File: src/kvt_pkg.sv
`timescale 1ns / 1ps
// ---------------------------------------------------------------------------
// kvt_pkg
// shared types and constants of the key/value table engine
// ---------------------------------------------------------------------------
package kvt_pkg;

	localparam int CapacityDef  = 32;
	localparam int ValueBitsDef = 64;
	localparam int KeyW         = 32;
	localparam int ValueW       = 64;
	localparam int CountW       = 6;
	localparam int QueueDepth   = 2;

	typedef enum logic [1:0] {
		OP_INSERT  = 2'd0,
		OP_LOOKUP  = 2'd1,
		OP_REMOVE  = 2'd2,
		OP_REVERSE = 2'd3
	} op_t;

	// command as classified by the front part
	typedef struct packed {
		op_t               op;
		logic [KeyW-1:0]   key;
		logic [ValueW-1:0] value;
	} cmd_t;

endpackage

File: src/kvt_ram.sv
`timescale 1ns / 1ps
// ---------------------------------------------------------------------------
// kvt_ram
// generic single write, single read port ram with registered read
// ---------------------------------------------------------------------------
module kvt_ram #(
	parameter int Width = 8,
	parameter int Depth = 32,
	parameter int AddrW = (Depth > 1) ? $clog2(Depth) : 1
) (
	input  logic             clk,
	input  logic             we,
	input  logic [AddrW-1:0] waddr,
	input  logic [Width-1:0] wdata,
	input  logic [AddrW-1:0] raddr,
	output logic [Width-1:0] rdata
);

	logic [Width-1:0] mem_q [Depth];

	always_ff @(posedge clk) begin
		if (we) begin
			mem_q[waddr] <= wdata;
		end
		rdata <= mem_q[raddr];
	end

endmodule

File: src/kvt_front.sv
`timescale 1ns / 1ps
// ---------------------------------------------------------------------------
// kvt_front
// accepts command beats, masks the value and queues them for the back part
// ---------------------------------------------------------------------------
module kvt_front import kvt_pkg::*; #(
	parameter int ValueBits = ValueBitsDef
) (
	input  logic              clk,
	input  logic              arst_n,
	input  logic              in_valid,
	output logic              in_stall,
	input  logic [1:0]        in_op,
	input  logic [KeyW-1:0]   in_key,
	input  logic [ValueW-1:0] in_value,
	output logic              cmd_valid,
	input  logic              cmd_take,
	output cmd_t              cmd
);

	localparam int PtrW = $clog2(QueueDepth);

	cmd_t            fifo_q [QueueDepth];
	logic [PtrW-1:0] wr_q, rd_q;
	logic [PtrW:0]   cnt_q;
	logic [ValueW-1:0] vmask;
	logic            push;

	always_comb begin
		vmask = '0;
		for (int b = 0; b < ValueW; b++) begin
			if (b < ValueBits) vmask[b] = 1'b1;
		end
	end

	assign in_stall  = (cnt_q == (PtrW+1)'(QueueDepth));
	assign push      = in_valid && !in_stall;
	assign cmd_valid = (cnt_q != '0);
	assign cmd       = fifo_q[rd_q];

	always_ff @(posedge clk) begin
		if (push) begin
			fifo_q[wr_q] <= '{op: op_t'(in_op), key: in_key, value: in_value & vmask};
		end
	end

	always_ff @(posedge clk or negedge arst_n) begin
		if (!arst_n) begin
			wr_q  <= '0;
			rd_q  <= '0;
			cnt_q <= '0;
		end else begin
			if (push) wr_q <= wr_q + 1'b1;
			if (cmd_take) rd_q <= rd_q + 1'b1;
			cnt_q <= cnt_q + (PtrW+1)'(push) - (PtrW+1)'(cmd_take);
		end
	end

endmodule

File: src/kvt_back.sv
`timescale 1ns / 1ps
// ---------------------------------------------------------------------------
// kvt_back
// sequencer that scans and shifts the table, selects keys in ascending order and emits result beats
// ---------------------------------------------------------------------------
module kvt_back import kvt_pkg::*; #(
	parameter int Capacity  = CapacityDef,
	parameter int ValueBits = ValueBitsDef
) (
	input  logic              clk,
	input  logic              arst_n,
	input  logic              cmd_valid,
	output logic              cmd_take,
	input  cmd_t              cmd,
	output logic              out_valid,
	input  logic              out_stall,
	output logic              hit,
	output logic              full_error,
	output logic [ValueW-1:0] value_out,
	output logic [KeyW-1:0]   key_out,
	output logic [CountW-1:0] pair_count,
	output logic              last
);

	localparam int AW = (Capacity > 1) ? $clog2(Capacity) : 1;
	localparam int NW = $clog2(Capacity + 1);

	typedef enum logic [2:0] {
		ST_IDLE, ST_SCAN, ST_ACT, ST_SHIFT, ST_RSEL, ST_OUT
	} state_t;

	state_t            state_q;
	cmd_t              cmd_q;
	logic [NW-1:0]     count_q;
	logic [NW-1:0]     idx_q;     // address issued last cycle
	logic              rd_pend_q;
	logic              found_q;
	logic [AW-1:0]     pos_q;
	logic [ValueW-1:0] fval_q;
	// reverse lookup selection: smallest matching key above prev
	logic              have_prev_q, have_best_q, any_q;
	logic [KeyW-1:0]   prev_q, best_q;

	logic              kwe, vwe;
	logic [AW-1:0]     waddr, raddr;
	logic [KeyW-1:0]   kwdata, krdata;
	logic [ValueW-1:0] vwdata, vrdata;
	logic [NW-1:0]     ridx;
	logic [ValueW-1:0] vmask;
	logic              sel_match, pass_end, ins_new, ins_full, rem_shift;
	logic [KeyW-1:0]   next_key;

	always_comb begin
		vmask = '0;
		for (int b = 0; b < ValueW; b++) begin
			if (b < ValueBits) vmask[b] = 1'b1;
		end
	end

	kvt_ram #(.Width(KeyW), .Depth(Capacity)) u_keys (
		.clk(clk), .we(kwe), .waddr(waddr), .wdata(kwdata),
		.raddr(raddr), .rdata(krdata)
	);
	kvt_ram #(.Width(ValueW), .Depth(Capacity)) u_vals (
		.clk(clk), .we(vwe), .waddr(waddr), .wdata(vwdata),
		.raddr(raddr), .rdata(vrdata)
	);

	assign raddr    = ridx[AW-1:0];
	assign cmd_take = (state_q == ST_IDLE) && cmd_valid;

	assign sel_match = idx_q < count_q && (vrdata & vmask) == cmd_q.value
		&& (!have_prev_q || $signed(krdata) > $signed(prev_q))
		&& (!have_best_q || $signed(krdata) < $signed(best_q));
	assign pass_end  = (idx_q + 1'b1 >= count_q);
	assign next_key  = sel_match ? krdata : best_q;
	assign ins_new   = cmd_q.op == OP_INSERT && !found_q && count_q < NW'(Capacity);
	assign ins_full  = cmd_q.op == OP_INSERT && !found_q && count_q >= NW'(Capacity);
	assign rem_shift = cmd_q.op == OP_REMOVE && found_q && NW'(pos_q) + 1'b1 < count_q;

	// read address: next entry during scan, shift and reverse selection
	always_comb begin
		ridx = '0;
		case (state_q)
			ST_IDLE:  ridx = '0;
			ST_SCAN:  ridx = idx_q + 1'b1;
			// wrap to entry zero for the next selection pass
			ST_RSEL:  ridx = pass_end ? '0 : idx_q + 1'b1;
			ST_ACT:   ridx = NW'(pos_q) + 1'b1;
			ST_SHIFT: ridx = idx_q + 1'b1;
			default:  ridx = '0;
		endcase
		if (ridx >= NW'(Capacity)) ridx = '0;
	end

	// write port: insert/update in ACT, gap closing in SHIFT
	always_comb begin
		kwe    = 1'b0;
		vwe    = 1'b0;
		waddr  = pos_q;
		kwdata = cmd_q.key;
		vwdata = cmd_q.value;
		case (state_q)
			ST_ACT: begin
				if (cmd_q.op == OP_INSERT) begin
					if (found_q) begin
						vwe = 1'b1;
					end else if (count_q < NW'(Capacity)) begin
						kwe   = 1'b1;
						vwe   = 1'b1;
						waddr = count_q[AW-1:0];
					end
				end
			end
			ST_SHIFT: begin
				if (rd_pend_q) begin
					kwe    = 1'b1;
					vwe    = 1'b1;
					waddr  = AW'(idx_q - 1'b1);
					kwdata = krdata;
					vwdata = vrdata;
				end
			end
			default: ;
		endcase
	end

	always_ff @(posedge clk or negedge arst_n) begin
		if (!arst_n) begin
			state_q     <= ST_IDLE;
			count_q     <= '0;
			out_valid   <= 1'b0;
			idx_q       <= '0;
			rd_pend_q   <= 1'b0;
			found_q     <= 1'b0;
			any_q       <= 1'b0;
			have_prev_q <= 1'b0;
			have_best_q <= 1'b0;
		end else begin
			case (state_q)
				ST_IDLE: begin
					if (cmd_valid) begin
						cmd_q       <= cmd;
						idx_q       <= '0;
						rd_pend_q   <= 1'b1;
						found_q     <= 1'b0;
						any_q       <= 1'b0;
						have_prev_q <= 1'b0;
						have_best_q <= 1'b0;
						state_q     <= (cmd.op == OP_REVERSE) ? ST_RSEL : ST_SCAN;
					end
				end
				ST_SCAN: begin
					// data for idx_q is on the ram outputs now
					if (idx_q < count_q && !found_q && krdata == cmd_q.key) begin
						found_q <= 1'b1;
						pos_q   <= idx_q[AW-1:0];
						fval_q  <= vrdata;
					end
					if (idx_q + 1'b1 >= count_q) begin
						state_q <= ST_ACT;
					end
					idx_q <= idx_q + 1'b1;
				end
				ST_ACT: begin
					hit        <= (cmd_q.op == OP_INSERT) ? ins_new : found_q;
					full_error <= ins_full;
					value_out  <= (cmd_q.op == OP_LOOKUP && found_q) ? (fval_q & vmask) : '0;
					key_out    <= '0;
					last       <= 1'b1;
					if (ins_new) begin
						count_q <= count_q + 1'b1;
					end else if (cmd_q.op == OP_REMOVE && found_q && !rem_shift) begin
						count_q <= count_q - 1'b1;
					end
					if (rem_shift) begin
						// entry pos+1 is being read this cycle
						idx_q   <= NW'(pos_q) + 1'b1;
						state_q <= ST_SHIFT;
					end else begin
						out_valid <= 1'b1;
						state_q   <= ST_OUT;
					end
				end
				ST_SHIFT: begin
					if (idx_q + 1'b1 >= count_q) begin
						count_q   <= count_q - 1'b1;
						out_valid <= 1'b1;
						state_q   <= ST_OUT;
					end
					idx_q <= idx_q + 1'b1;
				end
				ST_RSEL: begin
					// one pass finds the next key in ascending order
					if (!pass_end) begin
						idx_q <= idx_q + 1'b1;
						if (sel_match) begin
							have_best_q <= 1'b1;
							best_q      <= krdata;
						end
					end else begin
						idx_q       <= '0;
						have_best_q <= 1'b0;
						full_error  <= 1'b0;
						value_out   <= '0;
						if (sel_match || have_best_q) begin
							// found next key: if one is pending, emit pending (not last)
							any_q       <= 1'b1;
							have_prev_q <= 1'b1;
							prev_q      <= next_key;
							if (any_q) begin
								key_out   <= prev_q;
								hit       <= 1'b1;
								last      <= 1'b0;
								out_valid <= 1'b1;
								state_q   <= ST_OUT;
							end
						end else begin
							hit       <= any_q;
							key_out   <= any_q ? prev_q : '0;
							last      <= 1'b1;
							out_valid <= 1'b1;
							state_q   <= ST_OUT;
						end
					end
				end
				ST_OUT: begin
					if (!out_stall) begin
						out_valid <= 1'b0;
						if (cmd_q.op == OP_REVERSE && !last) begin
							idx_q       <= '0;
							have_best_q <= 1'b0;
							state_q     <= ST_RSEL;
						end else begin
							state_q <= ST_IDLE;
						end
					end
				end
				default: state_q <= ST_IDLE;
			endcase
		end
	end

	assign pair_count = CountW'(count_q);

endmodule

File: src/key_value_table_engine_top.sv
`timescale 1ns / 1ps
// ---------------------------------------------------------------------------
// key_value_table_engine_top
// table of unique signed keys with value words, linear search engine
// ---------------------------------------------------------------------------
// usage:
//   command beats (op, key, value) enter on in_valid/in_stall into a two
//   entry queue; the back sequencer takes one command at a time.
//   result beats leave on out_valid/out_stall, one per command, or one per
//   matching key for a reverse lookup, with last on the final beat.
// sequencing:
//   insert / lookup: one scan of the stored pairs, then the action; remove
//   adds gap closing through the single ram write port.
//   reverse lookup: one full scan of the table per emitted key plus one.
// reset: the pair count clears, the table contents stay undefined and are
//   never read beyond the count. a stalled result holds and the sequencer
//   waits; commands keep queuing until the queue is full.
// ---------------------------------------------------------------------------
module key_value_table_engine_top import kvt_pkg::*; #(
	parameter int Capacity  = CapacityDef,
	parameter int ValueBits = ValueBitsDef
) (
	input  logic              clk,
	input  logic              arst_n,
	input  logic              in_valid,
	output logic              in_stall,
	input  logic [1:0]        op,
	input  logic [KeyW-1:0]   key,
	input  logic [ValueW-1:0] value,
	output logic              out_valid,
	input  logic              out_stall,
	output logic              hit,
	output logic              full_error,
	output logic [ValueW-1:0] value_out,
	output logic [KeyW-1:0]   key_out,
	output logic [CountW-1:0] pair_count,
	output logic              last
);

	logic cmd_valid, cmd_take;
	cmd_t cmd;

	kvt_front #(.ValueBits(ValueBits)) u_front (
		.clk(clk), .arst_n(arst_n), .in_valid(in_valid), .in_stall(in_stall),
		.in_op(op), .in_key(key), .in_value(value),
		.cmd_valid(cmd_valid), .cmd_take(cmd_take), .cmd(cmd)
	);

	kvt_back #(.Capacity(Capacity), .ValueBits(ValueBits)) u_back (
		.clk(clk), .arst_n(arst_n), .cmd_valid(cmd_valid), .cmd_take(cmd_take),
		.cmd(cmd), .out_valid(out_valid), .out_stall(out_stall), .hit(hit),
		.full_error(full_error), .value_out(value_out), .key_out(key_out),
		.pair_count(pair_count), .last(last)
	);

	a_count_range: assert property (@(posedge clk) disable iff (!arst_n)
		pair_count <= CountW'(Capacity))
		else $error("pair count above capacity");

	a_full_no_hit: assert property (@(posedge clk) disable iff (!arst_n)
		out_valid && full_error |-> !hit && pair_count == CountW'(Capacity))
		else $error("full error with hit or free room");

	a_take_empty: assert property (@(posedge clk) disable iff (!arst_n)
		cmd_take |-> cmd_valid)
		else $error("command taken from empty queue");

endmodule
File: config.mk
export PLATFORM = sky130hd
export DESIGN_NAME = key_value_table_engine_top
export DESIGN_NICKNAME = d
export VERILOG_FILES = /design/src/kvt_pkg.sv /design/src/kvt_ram.sv /design/src/kvt_front.sv /design/src/kvt_back.sv /design/src/key_value_table_engine_top.sv
export SDC_FILE = /design/constraint.sdc
export NUM_CORES = 2
export LEC_CHECK = 0
export BUFFER_PORTS_ARGS = -buffer_cell sky130_fd_sc_hd__buf_2
export CORE_ASPECT_RATIO = 0.9
export CORE_MARGIN = 1
export CORE_UTILIZATION = 60
export CTS_BUF_LIST = sky130_fd_sc_hd__clkbuf_2
export DETAILED_ROUTE_END_ITERATION = 8
export MAX_ROUTING_LAYER = met4
export PLACE_DENSITY_LB_ADDON = 0.05
export REMOVE_ABC_BUFFERS = 1
export SLEW_MARGIN = 20
export SYNTH_ARGS = -nofsm -noshare
export SYNTH_HDL_FRONTEND = slang
export SYNTH_SLANG_ARGS = --single-unit
File: constraint.sdc
create_clock -name clk -period 12.3 [get_ports clk]
set_clock_uncertainty 0.15 [all_clocks]
set_input_delay 3.075 -clock clk [delete_from_list [all_inputs] [get_ports clk]]
set_output_delay 3.075 -clock clk [all_outputs]
set_load 0.03 [all_outputs]
# After elaboration in Yosys (flattened, before gate mapping)
# Memory sizes are Yosys's and may differ from the RTL's. A register that Yosys moved wholly into a read port is not among the register bits.
# Cells that the tools add are included.
# word_totals
ramBits,3268
ff_bits,354
n_memories,3
word_cells,201
output_inout_bits,107
in_bits,102
# memory_table
name,words,width,rd,rd_ports_with_merged_regs,wr,line,text
u_back.u_vals.mem_q,32,64,1,1,1,kvt_ram.sv:19,logic [Width-1:0] mem_q [Depth];
u_back.u_keys.mem_q,32,32,1,1,1,kvt_ram.sv:19,
u_front.fifo_q,2,98,1,0,1,kvt_front.sv:23,cmd_t fifo_q [QueueDepth];
# classes
n_bitwise,1
reduce_logical,49
order_cmp,8
addsub,9
eq_ne,25
muxes,83
# ops
op,n
$mux W64,4
$mux W32,7
$pmux W64 S2,1
$eq A64 B64 Y1,1
$pmux W32 S2,1
$mux W6,8
$mux W1,33
$eq A32 B32 Y1,1
$gt A32 B32 Y1,1
$lt A32 B32 Y1,1
$mux W3,10
$pmux W6 S5,1
$mux W5,5
$pmux W3 S6,1
$pmux W6 S3,1
$reduce_and A3 Y1,6
$ne A2 B1 Y1 const B,8
$logic_and A1 B1 Y1,15
$pmux W1 S2,7
$add A6 B1 Y6 const B,2
$ge A6 B6 Y1 const B,2
$lt A6 B6 Y1,2
$pmux W6 S2,1
$reduce_and A4 Y1,3
32 further kinds,53

# Longest topological paths before layout
# logic_depth
depth_word,8
depth_mapped,21
ltp_nobuf,14

# Hierarchy
# From an unflattened synthesis, not the netlist that was laid out.
# hier_totals
cells_unflattened,6887
hier_area_um2,143528.9
# by_module_without_submodules
mod,cells_per_inst,seq_area_each_um2,n_inst,area_each_um2
kvt_ram at u_back.u_vals,3096,62780.2,1,78964.5
kvt_ram at u_back.u_keys,2260,31390.1,1,40492.6
kvt_back,1209,10410.0,1,16777.3
kvt_front,322,5985.7,1,7294.5

# Least setup slack after synthesis
# Ideal clock, no wire load.
# synth_path
path_kind,in2reg
from,input port arst_n
to,"register u_back.cmd_q[0] (netlist name), enable pin"
setup_time_ps,675
path_slack_ps,1724
t_arrival_ps,9751
stages,2
path_buffers,0
required_ps,11475
cell_sequence,inv_1 > nor3_1
# synth_via
elab_chain_len,1
# synth_lines
element,line,text
start: declaration,key_value_table_engine_top.sv:24,"input logic arst_n,"
$reduce_and A3 Y1 (no source line),n/a,
end signal: assignment,kvt_back.sv:143,cmd_q <= cmd;
end: declaration,kvt_back.sv:33,cmd_t cmd_q;
# No other way between the ends.
# A chain may end at the register's enable or synchronous reset.

# Worst setup path in the final report
# layout_path
from,register u_back.idx_q[0]
to,register u_back.u_vals.rdata[25] (read register of u_back.u_vals.mem_q)
# layout_via
elab_chain_len,6
# layout_lines
element,line,text
start: declaration,kvt_back.sv:35,logic [NW-1:0] idx_q;
start signal: assignment,kvt_back.sv:163,idx_q <= idx_q + 1'b1;
start signal: assignment,kvt_back.sv:178,idx_q <= NW'(pos_q) + 1'b1;
start signal: assignment,kvt_back.sv:191,idx_q <= idx_q + 1'b1;
$add A6 B1 Y6 *,n/a,
$ge A6 B6 Y1,kvt_back.sv:75,assign pass_end = (idx_q + 1'b1 >= count_q);
$mux W6,kvt_back.sv:88,ST_RSEL: ridx = pass_end ? '0 : idx_q + 1'b1;
$pmux W6 S3 *,kvt_back.sv:84,case (state_q)
$ge A6 B6 Y1,kvt_back.sv:93,if (ridx >= NW'(Capacity)) ridx = '0;
$mux W5 *,kvt_back.sv:93,
end: declaration,kvt_ram.sv:16,output logic [Width-1:0] rdata
# Every way passes the cells marked *; elsewhere a longest branch is shown, timed or not.

==> impl_summary.md <==
Status
The run finished with clean final reports.

Synthesis
The area fraction in compound gates after synthesis is 6.77%. Multiplexer cells account for under 10% of the synthesized area. Summing the areas of all xor and xnor instances in the mapped netlist gives 0.683% of the synthesized area. The basic-gate share of the synthesized area counting and, or, nand and nor cells is a little under 10%. In the synthesized netlist the dominant register cell turns out to be sky130_fd_sc_hd__edfxtp_1. Of the total synthesized cell area, the portion taken by full adders, half adders and majority gates is less than 1%. The post-synthesis async set-or-reset flop share is less than 1%. The unique cell type count in the Yosys netlist is just under 90.

In this run, synthesis inferred about 3600 flip-flops with an integrated enable. Sequential cells were found to cover between 70% and 80% of the synthesized design area. Yosys printed 0 warnings. After synthesis, the largest family of logic cells by area is simple AND/OR/NAND/NOR gates. The synthesized design contains 3718 register bits. In the synthesized netlist, the number of instances is between 9000 and 10000. In this run the cell area of the synthesized design comes to roughly 150000 µm².

The mean post-synth cell area is 15.2 µm².

Worst setup path
The required time of the critical path is between 10 and 15 ns. The buffering stage count on the worst path with inverters included is 4. The standard cell with the maximum stage delay on the critical path is sky130_fd_sc_hd__nor2_4. The worst setup path is launched from a flop. Traced cell by cell, the critical path runs through nand3_1, or3_1, and2_1, inv_1, ha_1, and4_1, o21ai_1, a31oi_2, o31a_2, buf_4, nor2_4, buf_4, nand2_1, buf_4, o22ai_1, nor4_2. The worst setup path is of the reg2reg kind. The number of cells on the worst reg-to-reg path is 16.

The startpoint identified for the worst register-to-register timing path is u_back.idx_q[0]. By instance count, the cell type seen most on the critical path is sky130_fd_sc_hd__buf_4. For flop-to-flop paths, the worst setup slack is ~5 ns. The worst register-to-register path ends at u_back.u_vals.rdata[25]. The highest fanout seen on the critical path is 31. Data arrives at the worst endpoint at between 8 and 9 ns. The kind of cell adding the most delay to the critical path is simple AND/OR/NAND/NOR gates. The worst setup path is captured at a flop. For this run, the slowest stage of the critical path takes slightly below 0.8 ns.

Placed design
The half-perimeter wire length of the detailed placement result is 233000 µm. Including well taps, the total number of placed cells is 12647. The number of port buffers is about 210.

In this run the cell area measured after placement is 151000 µm². At the end of routability-driven placement, the weighted congestion stood at about 0.86.

STA
The portion of the clock cycle consumed by the worst path in the final layout is between 50% and 60%. The count of final max-slew check failures was 0. The highest achievable clock rate is around 140 MHz.

The relative slew slack is a little under a fifth. Setup repair after global routing left no endpoint under its margin. The minimum period implied by the final worst setup slack is 7.33 ns. Setup violations remaining at the end of the flow were counted as 0. The number of endpoints with negative hold slack in the final report is 0.

For the pin with the worst max-slew slack, the measured transition is 1.22 ns.

Clock tree
The count of hold buffers inserted by post-cts repair is 0. The latest clock arrival within the worst-skew pair is around 2.0 ns. The H-tree was split into 6 levels. The maximum clock path buffer count is 4.

The TritonCTS clock tree is built. TritonCTS created a little under 900 clock buffers. In this run, post-CTS repair resized a total of 0 instances. The buffer cell driving the clock tree root is sky130_fd_sc_hd__clkbuf_2. After clock tree synthesis, the clock-pin slew on the worst setup and hold paths is roughly 0.10 ns. Post-CTS timing repair inserted 0 buffers for setup. The total clock sinks is 3718.

Routing
The count of nets left with antenna violations once routing finished came out at 0. After detailed routing, the number of remaining DRC violations is 0. The post-detailed-route wirelength per cell is around 32 µm. Using the TritonRoute via totals, the vias-per-cell ratio works out to around 6.6.

The routed layout has about 94000 vias. The first-pass detailed-route iteration total is 6. Summed over all layers, the routed wires come to 452000 µm. The first routing iteration left 14722 violations.

Floorplanning
The starting density of the core is between 60% and 70%. The number of cell rows is roughly 170. The core region is 242000 µm².

The die footprint is around 250000 µm². During I/O placement, the number of pins put on the boundary was around 210. The die outline width is around 520 µm.

In this run the vertical extent of the chip is around 470 µm.

Cells and area
The most common cell after layout, fill and taps aside is sky130_fd_sc_hd__edfxtp_1. After the flow finishes, the layout carries non-filler instances totaling between 10000 and 15000. Of the cells placed in the final design, the portion with a size suffix greater than 1 is between 20 and 25%.

The library cells used most frequently in the layout, excluding fill and tap cells, are 3598 x sky130_fd_sc_hd__edfxtp_1, 1362 x sky130_fd_sc_hd__clkbuf_2, 1039 x sky130_fd_sc_hd__nand2_1. The final cell area excluding filler cells is 159000 µm². From synthesis to final layout, the design area changed by 8.87%. The number of nets in the layout is around 11000.

Global route
After global routing the overflow that remains totals 0. The wire length of the first global-routing pass is between 600000 and 700000 µm. The via count of the first global-routing pass is between 90000 and 100k. The number of antenna violations at the first check in global routing is 21.

The overall track demand over capacity in global routing is between 30% and 40%. The largest net degree at the start of global routing is 176.

Hold path
The start point of the worst hold path is u_back.u_vals.rdata[36]. The hold-critical path endpoint is u_back.fval_q[36]. The count of cells along the worst hold path is 0. In this run the worst hold path is classified as reg2reg.

Pwr
The analysis attributes to cell leakage a power of 54.1 nW. The power per cell area is about 240 nW/µm². The worst vdd rail ir drop is approximately 0.52 mV.

Run
The count of maximum capacitance violations is 0.
-- final cells by class --
class / count / area (µm²)
clock inverter: 229 / 1290
clock buffer: 1362 / 6820
timing repair buffer: 440 / 3040
sequential: 3718 / 111000
antenna: 22 / 55.1
tap: 3200 / 4000
fill: 17451 / 82700
multi-input combinational: 5206 / 33000
inverter: 85 / 319
-- Yosys cell counts (73+ instances only) --
library cell               number  area, µm²
sky130_fd_sc_hd__o22ai_1      228       1430
sky130_fd_sc_hd__nor2_1       758       2850
sky130_fd_sc_hd__nor3_1       724       3620
sky130_fd_sc_hd__a32oi_1      130       1140
sky130_fd_sc_hd__a211oi_1      81        608
sky130_fd_sc_hd__o211ai_1      73        548
sky130_fd_sc_hd__o21ai_0      179        896
sky130_fd_sc_hd__a21oi_1      232       1160
sky130_fd_sc_hd__mux2i_1      168       1680
sky130_fd_sc_hd__clkbuf_1     275       1030
sky130_fd_sc_hd__buf_2        231       1160
sky130_fd_sc_hd__edfxtp_1    3598     108000
sky130_fd_sc_hd__a31oi_1       96        601
sky130_fd_sc_hd__nand2_1     1043       3920
sky130_fd_sc_hd__nand3_1      111        556
sky130_fd_sc_hd__xnor2_1       99        867
sky130_fd_sc_hd__or3_1        186       1160
sky130_fd_sc_hd__inv_1         83        312
sky130_fd_sc_hd__mux4_2       115       2590
sky130_fd_sc_hd__dfxtp_1       96       1920
sky130_fd_sc_hd__mux2_2       153       1720
sky130_fd_sc_hd__ha_1          88       1100
-- layer usage --
metal  track usage [%]  routed length, µm  up-vias  part of all wire, %
met3              7.39              53000     1110                   12
met1              50.1             168000    46794                   37
met2              56.2             207000     6698                   46
li1                  -                  -    39242                    -
met4              18.1              23900        0                  5.3
met5                 -                  0        -                    0
-- logic make-up after synthesis --
group / count (synthesis)
xor gates and xnor gates: 114
adders and majority gates: 88
buffers and inverters: 718
muxes: 436
and+or+nand+nor: 3137
AOI/OAI and AO/OA: 1431
DFF: 3718
-- how the worst max path moves through the flow --
| stage | start | slack [ns] | depth (start not counted) | end |
|---|---|---|---|---|
| final | u_back.idx_q[0] | 4.97 | 16 | u_back.u_vals.rdata[25] |
| after global routing | u_back.idx_q[0] | 4.86 | 16 | u_back.u_keys.rdata[24] |
| after CTS | u_back.idx_q[0] | 5.12 | 16 | u_back.u_keys.rdata[24] |
| after detailed placement | u_back.idx_q[0] | 5.17 | 16 | u_back.u_keys.rdata[24] |
| after global placement | u_back.idx_q[0] | 5.34 | 16 | u_back.u_keys.rdata[18] |
| after floorplan | u_back.idx_q[2] | -38.09 | 13 | u_back.u_vals.rdata[11] |
-- per-stage QoR --
stage          util [%]  worst slack, ns  hold WS (ns)  total power, mW  setup TNS [ns]
2_1_floorplan         -           -38.09         0.301             27.3        -3607.37
3_3_place_gp       62.4             5.34         0.311             30.1               0
3_5_place_dp       62.4             5.17         0.320             30.4               0
4_1_cts            65.8             5.12         0.300             38.3               0
5_1_grt            65.8             4.86         0.306             40.0               0
6_report           65.8             4.97         0.316             38.5               0
-- where the power goes --
part | internal, mW | switching, mW
Combinational | 4.14 | 10.1
Sequential | 15.5 | 0.650
Clock | 3.17 | 4.89
-- sequential cells by signal (all words and copies together), names as in the netlist, 2 cells and up --
register / cells
u_back.best_q: 32
u_back.cmd_q: 98
u_back.fval_q: 64
u_back.idx_q: 6
u_back.key_out: 32
u_back.pair_count: 6
u_back.pos_q: 5
u_back.prev_q: 32
u_back.state_q: 3
u_back.u_keys.mem_q: 1024
u_back.u_keys.rdata: 32
u_back.u_vals.mem_q: 2048
u_back.u_vals.rdata: 64
u_back.value_out: 64
u_front.cnt_q: 2
u_front.fifo_q: 196
-- worst reg2reg max path, delay by kind of cell (launching register included) --
family,cells,cell delay [ns]
AND/OR/NAND/NOR,7,2.47
buffers and inverters,4,1.97
AO/OA/AOI/OAI,4,1.65
flip-flops,1,0.58
adder cells (fa/ha/maj),1,0.37
No activity file was read; power rests on OpenSTA's default activity.
